## src/rtl/gdr_pkg.sv

```systemverilog
`timescale 1ns / 1ps
// ----------------------------------------------------------------------------
// Grid DDA raycaster package
// Shared widths, register indexes, datapath opcodes and control structs.
// ----------------------------------------------------------------------------
package gdr_pkg;

  localparam int unsigned MAP_SIZE   = 32;
  localparam int unsigned MAP_AW     = 5;
  localparam int unsigned MAP_DEPTH  = MAP_SIZE * MAP_SIZE;
  localparam int unsigned MAP_IW     = 2 * MAP_AW;
  localparam int unsigned CELL_W     = 4;
  localparam int unsigned FRAC_BITS  = 16;
  localparam int unsigned SCREEN_H   = 512;
  localparam int unsigned STEP_LIMIT = 2 * MAP_SIZE + 2;
  localparam int unsigned STEP_CW    = 7;

  localparam int unsigned POS_W   = 21;
  localparam int unsigned DIR_W   = 18;
  localparam int unsigned RAY_W   = 21;
  localparam int unsigned DELTA_W = 34;
  localparam int unsigned SDIST_W = 41;
  localparam int unsigned DIST_W  = 22;
  localparam int unsigned NUM_W   = 24;
  localparam int unsigned HL_W    = 11;
  localparam int unsigned ROW_W   = 9;
  localparam int unsigned TEX_W   = 4;
  localparam int unsigned COL_W   = 10;

  // Shared restoring divider.
  localparam int unsigned DIV_NW  = 42;
  localparam int unsigned DIV_DW  = 22;
  localparam int unsigned DIV_CW  = 6;

  // Shared multiplier.
  localparam int unsigned MUL_AW  = 35;
  localparam int unsigned MUL_BW  = 22;
  localparam int unsigned MUL_PW  = MUL_AW + MUL_BW;

  typedef enum logic [2:0] {
    REG_POS_X   = 3'd0,
    REG_POS_Y   = 3'd1,
    REG_DIR_X   = 3'd2,
    REG_DIR_Y   = 3'd3,
    REG_PLANE_X = 3'd4,
    REG_PLANE_Y = 3'd5
  } reg_idx_e;

  typedef enum logic [4:0] {
    OP_NONE,
    OP_CLR,
    OP_MULX,
    OP_RAYX,
    OP_MULY,
    OP_RAYY,
    OP_DX,
    OP_DY,
    OP_MSX,
    OP_SX,
    OP_MSY,
    OP_SY,
    OP_STEP,
    OP_NUM,
    OP_DIST,
    OP_HLINE,
    OP_MOFF,
    OP_OFF,
    OP_FIN,
    OP_FNH
  } dp_op_e;

  typedef enum logic [2:0] {
    DS_DX,
    DS_DY,
    DS_DIST,
    DS_HLINE,
    DS_OFF
  } div_sel_e;

  typedef enum logic [4:0] {
    ST_CLEAR,
    ST_IDLE,
    ST_MULX,
    ST_RAYX,
    ST_MULY,
    ST_RAYY,
    ST_DXG,
    ST_DXW,
    ST_DYG,
    ST_DYW,
    ST_MSX,
    ST_SX,
    ST_MSY,
    ST_SY,
    ST_STEP,
    ST_TEST,
    ST_NUM,
    ST_DDG,
    ST_DDW,
    ST_HG,
    ST_HW,
    ST_MOFF,
    ST_OG,
    ST_OW,
    ST_FIN,
    ST_FNH
  } ctrl_state_e;

  typedef struct packed {
    dp_op_e   op;
    logic     div_start;
    div_sel_e div_sel;
  } dp_cmd_t;

  typedef struct packed {
    logic clr_done;
    logic div_busy;
    logic div_done;
    logic coord_out;
    logic cell_hit;
    logic step_limit;
    logic out_free;
  } dp_stat_t;

endpackage

```

## src/rtl/gdr_ctrl.sv

```systemverilog
`timescale 1ns / 1ps
// ----------------------------------------------------------------------------
// Raycaster controller
// Sequences map clearing, ray setup, the DDA walk and the result divisions.
// ----------------------------------------------------------------------------
module gdr_ctrl (
  input  logic              clk_i,
  input  logic              rst_ni,
  input  logic              in_valid_i,
  input  logic              in_mode_i,
  output logic              in_ready_o,
  output gdr_pkg::dp_cmd_t  cmd_o,
  input  gdr_pkg::dp_stat_t st_i
);

  gdr_pkg::ctrl_state_e state_q, state_d;

  always_ff @(posedge clk_i or negedge rst_ni) begin
    if (!rst_ni) begin
      state_q <= gdr_pkg::ST_CLEAR;
    end else begin
      state_q <= state_d;
    end
  end

  always_comb begin
    state_d           = state_q;
    in_ready_o        = 1'b0;
    cmd_o.op          = gdr_pkg::OP_NONE;
    cmd_o.div_start   = 1'b0;
    cmd_o.div_sel     = gdr_pkg::DS_DX;
    case (state_q)
      gdr_pkg::ST_CLEAR: begin
        cmd_o.op = gdr_pkg::OP_CLR;
        if (st_i.clr_done) begin
          state_d = gdr_pkg::ST_IDLE;
        end
      end
      gdr_pkg::ST_IDLE: begin
        in_ready_o = 1'b1;
        if (in_valid_i && in_mode_i) begin
          state_d = gdr_pkg::ST_MULX;
        end
      end
      gdr_pkg::ST_MULX: begin
        cmd_o.op = gdr_pkg::OP_MULX;
        state_d  = gdr_pkg::ST_RAYX;
      end
      gdr_pkg::ST_RAYX: begin
        cmd_o.op = gdr_pkg::OP_RAYX;
        state_d  = gdr_pkg::ST_MULY;
      end
      gdr_pkg::ST_MULY: begin
        cmd_o.op = gdr_pkg::OP_MULY;
        state_d  = gdr_pkg::ST_RAYY;
      end
      gdr_pkg::ST_RAYY: begin
        cmd_o.op = gdr_pkg::OP_RAYY;
        state_d  = gdr_pkg::ST_DXG;
      end
      gdr_pkg::ST_DXG: begin
        cmd_o.div_start = 1'b1;
        cmd_o.div_sel   = gdr_pkg::DS_DX;
        state_d         = gdr_pkg::ST_DXW;
      end
      gdr_pkg::ST_DXW: begin
        cmd_o.op = gdr_pkg::OP_DX;
        if (st_i.div_done) begin
          state_d = gdr_pkg::ST_DYG;
        end
      end
      gdr_pkg::ST_DYG: begin
        cmd_o.div_start = 1'b1;
        cmd_o.div_sel   = gdr_pkg::DS_DY;
        state_d         = gdr_pkg::ST_DYW;
      end
      gdr_pkg::ST_DYW: begin
        cmd_o.op = gdr_pkg::OP_DY;
        if (st_i.div_done) begin
          state_d = gdr_pkg::ST_MSX;
        end
      end
      gdr_pkg::ST_MSX: begin
        cmd_o.op = gdr_pkg::OP_MSX;
        state_d  = gdr_pkg::ST_SX;
      end
      gdr_pkg::ST_SX: begin
        cmd_o.op = gdr_pkg::OP_SX;
        state_d  = gdr_pkg::ST_MSY;
      end
      gdr_pkg::ST_MSY: begin
        cmd_o.op = gdr_pkg::OP_MSY;
        state_d  = gdr_pkg::ST_SY;
      end
      gdr_pkg::ST_SY: begin
        cmd_o.op = gdr_pkg::OP_SY;
        state_d  = st_i.coord_out ? gdr_pkg::ST_FNH : gdr_pkg::ST_STEP;
      end
      gdr_pkg::ST_STEP: begin
        cmd_o.op = gdr_pkg::OP_STEP;
        state_d  = gdr_pkg::ST_TEST;
      end
      gdr_pkg::ST_TEST: begin
        if (st_i.coord_out) begin
          state_d = gdr_pkg::ST_FNH;
        end else if (st_i.cell_hit) begin
          state_d = gdr_pkg::ST_NUM;
        end else if (st_i.step_limit) begin
          state_d = gdr_pkg::ST_FNH;
        end else begin
          state_d = gdr_pkg::ST_STEP;
        end
      end
      gdr_pkg::ST_NUM: begin
        cmd_o.op = gdr_pkg::OP_NUM;
        state_d  = gdr_pkg::ST_DDG;
      end
      gdr_pkg::ST_DDG: begin
        cmd_o.div_start = 1'b1;
        cmd_o.div_sel   = gdr_pkg::DS_DIST;
        state_d         = gdr_pkg::ST_DDW;
      end
      gdr_pkg::ST_DDW: begin
        cmd_o.op = gdr_pkg::OP_DIST;
        if (st_i.div_done) begin
          state_d = gdr_pkg::ST_HG;
        end
      end
      gdr_pkg::ST_HG: begin
        cmd_o.div_start = 1'b1;
        cmd_o.div_sel   = gdr_pkg::DS_HLINE;
        state_d         = gdr_pkg::ST_HW;
      end
      gdr_pkg::ST_HW: begin
        cmd_o.op = gdr_pkg::OP_HLINE;
        if (st_i.div_done) begin
          state_d = gdr_pkg::ST_MOFF;
        end
      end
      gdr_pkg::ST_MOFF: begin
        cmd_o.op = gdr_pkg::OP_MOFF;
        state_d  = gdr_pkg::ST_OG;
      end
      gdr_pkg::ST_OG: begin
        cmd_o.div_start = 1'b1;
        cmd_o.div_sel   = gdr_pkg::DS_OFF;
        state_d         = gdr_pkg::ST_OW;
      end
      gdr_pkg::ST_OW: begin
        cmd_o.op = gdr_pkg::OP_OFF;
        if (st_i.div_done) begin
          state_d = gdr_pkg::ST_FIN;
        end
      end
      gdr_pkg::ST_FIN: begin
        if (st_i.out_free) begin
          cmd_o.op = gdr_pkg::OP_FIN;
          state_d  = gdr_pkg::ST_IDLE;
        end
      end
      gdr_pkg::ST_FNH: begin
        if (st_i.out_free) begin
          cmd_o.op = gdr_pkg::OP_FNH;
          state_d  = gdr_pkg::ST_IDLE;
        end
      end
      default: begin
        state_d = gdr_pkg::ST_IDLE;
      end
    endcase
  end

`ifndef NO_ASSERTIONS
  a_div_start_idle: assert property (@(posedge clk_i) disable iff (!rst_ni)
    cmd_o.div_start |-> !st_i.div_busy)
    else $error("divider started while busy");

  a_result_slot_free: assert property (@(posedge clk_i) disable iff (!rst_ni)
    (cmd_o.op == gdr_pkg::OP_FIN || cmd_o.op == gdr_pkg::OP_FNH) |-> st_i.out_free)
    else $error("result loaded over an untaken word");

  a_cast_blocks_input: assert property (@(posedge clk_i) disable iff (!rst_ni)
    (in_valid_i && in_ready_o && in_mode_i) |=> !in_ready_o)
    else $error("input taken while a cast is in flight");

  a_no_input_in_clear: assert property (@(posedge clk_i) disable iff (!rst_ni)
    (state_q == gdr_pkg::ST_CLEAR) |-> (!in_ready_o && cmd_o.op == gdr_pkg::OP_CLR))
    else $error("input or other work during map clear");
`endif

endmodule

```

## config.mk

```make
export PLATFORM = sky130hd
export DESIGN_NAME = gdr_ctrl
export DESIGN_NICKNAME = d
export VERILOG_FILES = /design/src/rtl/gdr_pkg.sv /design/src/rtl/gdr_ctrl.sv
export SDC_FILE = /design/constraint.sdc
export NUM_CORES = 1
export LEC_CHECK = 0
export ABC_CLOCK_PERIOD_IN_PS = 4500
export CAP_MARGIN = 40
export CORE_MARGIN = 5
export CORE_UTILIZATION = 50
export CTS_CLUSTER_SIZE = 14
export DETAILED_ROUTE_END_ITERATION = 8
export DONT_BUFFER_PORTS = 1
export SLEW_MARGIN = 20
export SYNTH_ARGS = -nofsm -noshare
export SYNTH_HDL_FRONTEND = slang
export SYNTH_SLANG_ARGS = --single-unit
```

## constraint.sdc

```tcl
create_clock -name clk_i -period 4.5 [get_ports clk_i]
set_input_delay 0.45 -clock clk_i [delete_from_list [all_inputs] [get_ports clk_i]]
set_output_delay 0.45 -clock clk_i [all_outputs]
set_load 0.05 [all_outputs]
```

==> flow_metrics.py <==
metrics = {
    "worst_hold_path": {
        "min_path_type": "in -> reg",
    },
    "layout": {
        "nFillCells": 136,
        "final_core_util_pct": 57.8,
        "antenna_cells": 0,
        "largest_register": "state_q",
        "drive_gt1_share_pct": 18.4,
        "largestRegisters": "state_q: 5 flops",
        "multi_input_area_um2": 523,
        "layout.nets": 115,
        "final_cell_mix": "nor2_1, a21oi_1, nand2_1",
        "area_delta_synth_final_pct": 6.39,
        "regArea_um2": 125,
        "largest_register_ffs": 5,
    },
    "global_route": {
        "grt_pass1_vias": 666,
        "gr-total-overflow": 0,
        "grt_max_degree": 24,
        "grt_pass1_wl_um": 2870,
        "grt_usage_pct": 18.0,
        "antenna_found_initial": 0,
    },
    "timing": {
        "final_max_slew_viol_count": 0,
        "rsz0062_at_grt": "false",
        "max_freq_mhz": 382,
        "setup_violations": 0,
        "timing.final.hold_violations": 0,
        "min_period_over_period_pct": 58.1,
        "setup-tns-final_ns": 0,
        "worst_slew_margin_rel_pct": 40.8,
        "post-route-min-period_ns": 2.61,
        "fin_worst_skew_ns": 0.0108,
        "holdWs_ns": 0.378,
        "worst_slew_pin_slew_ns": 0.890,
    },
    "place": {
        "io_buffers": 0,
        "dpl.hpwl_um": 1330,
        "place_congestion": 0.777,
    },
    "clock_network": {
        "numCtsBuffers": 3,
        "cts_tree": "built",
        "clk_pin_slew_ns": 0.05,
        "clk-insertion-delay-late_ns": 0.25,
        "cts_root_buf": "clkbuf_4",
        "h-tree-depth": 1,
        "clock_path_buffers": 2,
        "postCtsSetupBuffers": 0,
        "cts_sinks": 5,
    },
    "setup_path": {
        "cp_cell_sequence": "inv_1, nor2_1, a21oi_1, a21oi_1, a32o_1",
        "cp_slowest_cell": "dfrtp_1",
        "crit_fanout": 19,
        "critPathLaunchType": "flop",
        "setup.worst_path.end_class": "primary output",
        "critical_path.max_stage_delay_ns": 0.70,
        "cp.required_ns": 4.05,
        "arrival_ns": 2.16,
        "worst_path_most_repeated_cell": "a21oi_1",
        "worstSetupPathType": "reg -> out",
    },
    "drt": {
        "via_count": 758,
        "viasPerCell": 6.42,
        "wl_per_cell_um": 15.6,
        "drc_errors": 0,
        "drt_wl_total_um": 1850,
        "ant_nets": 0,
        "drtIter0Drc": 25,
        "drt_first_pass_iters": 4,
    },
    "logic_synthesis": {
        "synth_fp_nets": 113,
        "synth_cells": 102,
        "syn_area_um2": 724,
        "seq_area_frac_synth_pct": 17.3,
        "ys_dominant_reg_cell": "dfrtp_1",
        "ys_async_sr_fraction_pct": 100,
        "ys_types": 45,
        "synth_area_per_cell_um2": 7.10,
        "synth_edf_count": 0,
        "ys_warn_count": 0,
        "ys_ff_latch": 5,
    },
    "floorplanning": {
        "die_x_um": 48.1,
        "die_h_um": 48.1,
        "rows": 13,
        "io_pins": 21,
        "die_area_mm2": 0.00231,
        "core_area_mm2": 0.00133,
        "start_util_pct": 54.3,
    },
    "outcome": {
        "status": "completed",
    },
    "job": {
        "drv_cap": 0,
    },
}
==> metrics by stage <==
stage               worst slack, ns  area (µm²)  cells
finish                         1.89         771    118
global route                   1.74         771    118
CTS                            1.89         771    118
detailed placement             2.17         734    113
global placement               1.96         697    108
floorplan                      1.98         724    102
==> synth_stat cells, drive strengths merged (2+ instances only) <==
cell type  instances  share of area, %
a21oi              9               6.2
a31oi              2               1.7
and3               2               2.4
buf                7               6.9
clkbuf             3               1.6
dfrtp              5                17
inv                6               3.1
nand2              8               4.1
nand2b             5               4.3
nand3              5               4.1
nor2              10               5.5
nor2b              3               2.6
nor3               3               2.1
o211ai             2               2.1
o21ai              6               4.7
o221ai             2               2.4
o22ai              2               1.7
==> routing by layer <==
| layer | vias to the layer above | global-route usage, % | share of wire, % |
|---|---|---|---|
| met2 | 29 | 28.0 | 44 |
| li1 | 384 | - | - |
| met4 | 0 | 14.0 | 3.4 |
| met3 | 7 | 2.26 | 7.1 |
| met5 | - | 0 | 0 |
| met1 | 338 | 22.0 | 45 |
==> path summary, 6_finish.rpt <==
| kind | cells past startpoint | to | slack (ns) | startpoint |
|---|---|---|---|---|
| max | 5 | cmd_o[4] | 1.89 | state_q[2] |
| min | 1 | state_q[3] | 0.38 | st_i[4] |
| max reg2reg | 5 | state_q[0] | 2.51 | state_q[4] |
| min reg2reg | 1 | state_q[4] | 0.91 | state_q[4] |
| max in group asynchronous | 1 | state_q[1] | 3.79 | rst_ni |
| min in group asynchronous | 1 | state_q[2] | 0.50 | rst_ni |
==> logic make-up (layout without fill, tap and decap cells) <==
kind of cell,after synthesis,in the layout,share of synthesized area [%]
DFF,5,5,17.3
muxes,2,2,3.45
and+or+nand+nor,44,44,34.7
buffers and inverters,16,17,11.6
AOI/OAI and AO/OA,35,35,33.0
==> timing repair <==
action / in CTS / in global routing
hold buffers: 1 / 0
hold endpoints to repair: 5 / 0
resized for setup: 0 / 0
==> layout make-up <==
| cell class | count | share of cell area (%) |
|---|---|---|
| inverters | 6 | 2.92 |
| flip-flops and latches | 5 | 16.2 |
| clock buffers | 4 | 3.41 |
| repair buffers | 7 | 7.14 |
| well taps | 15 | 2.44 |
| multi-input cells | 81 | 67.9 |
==> worst max-delay path: cells and delay by family (launching register included) <==
family	cells	cell delay (ns)
AO/OA/AOI/OAI	3	0.74
flip-flops	1	0.70
AND/OR/NAND/NOR	1	0.25
buffers and inverters	1	0.22
Power is left out: the tool's default activity adds up to more than one toggle a clock period on the data nets, which glitch-free logic cannot reach.
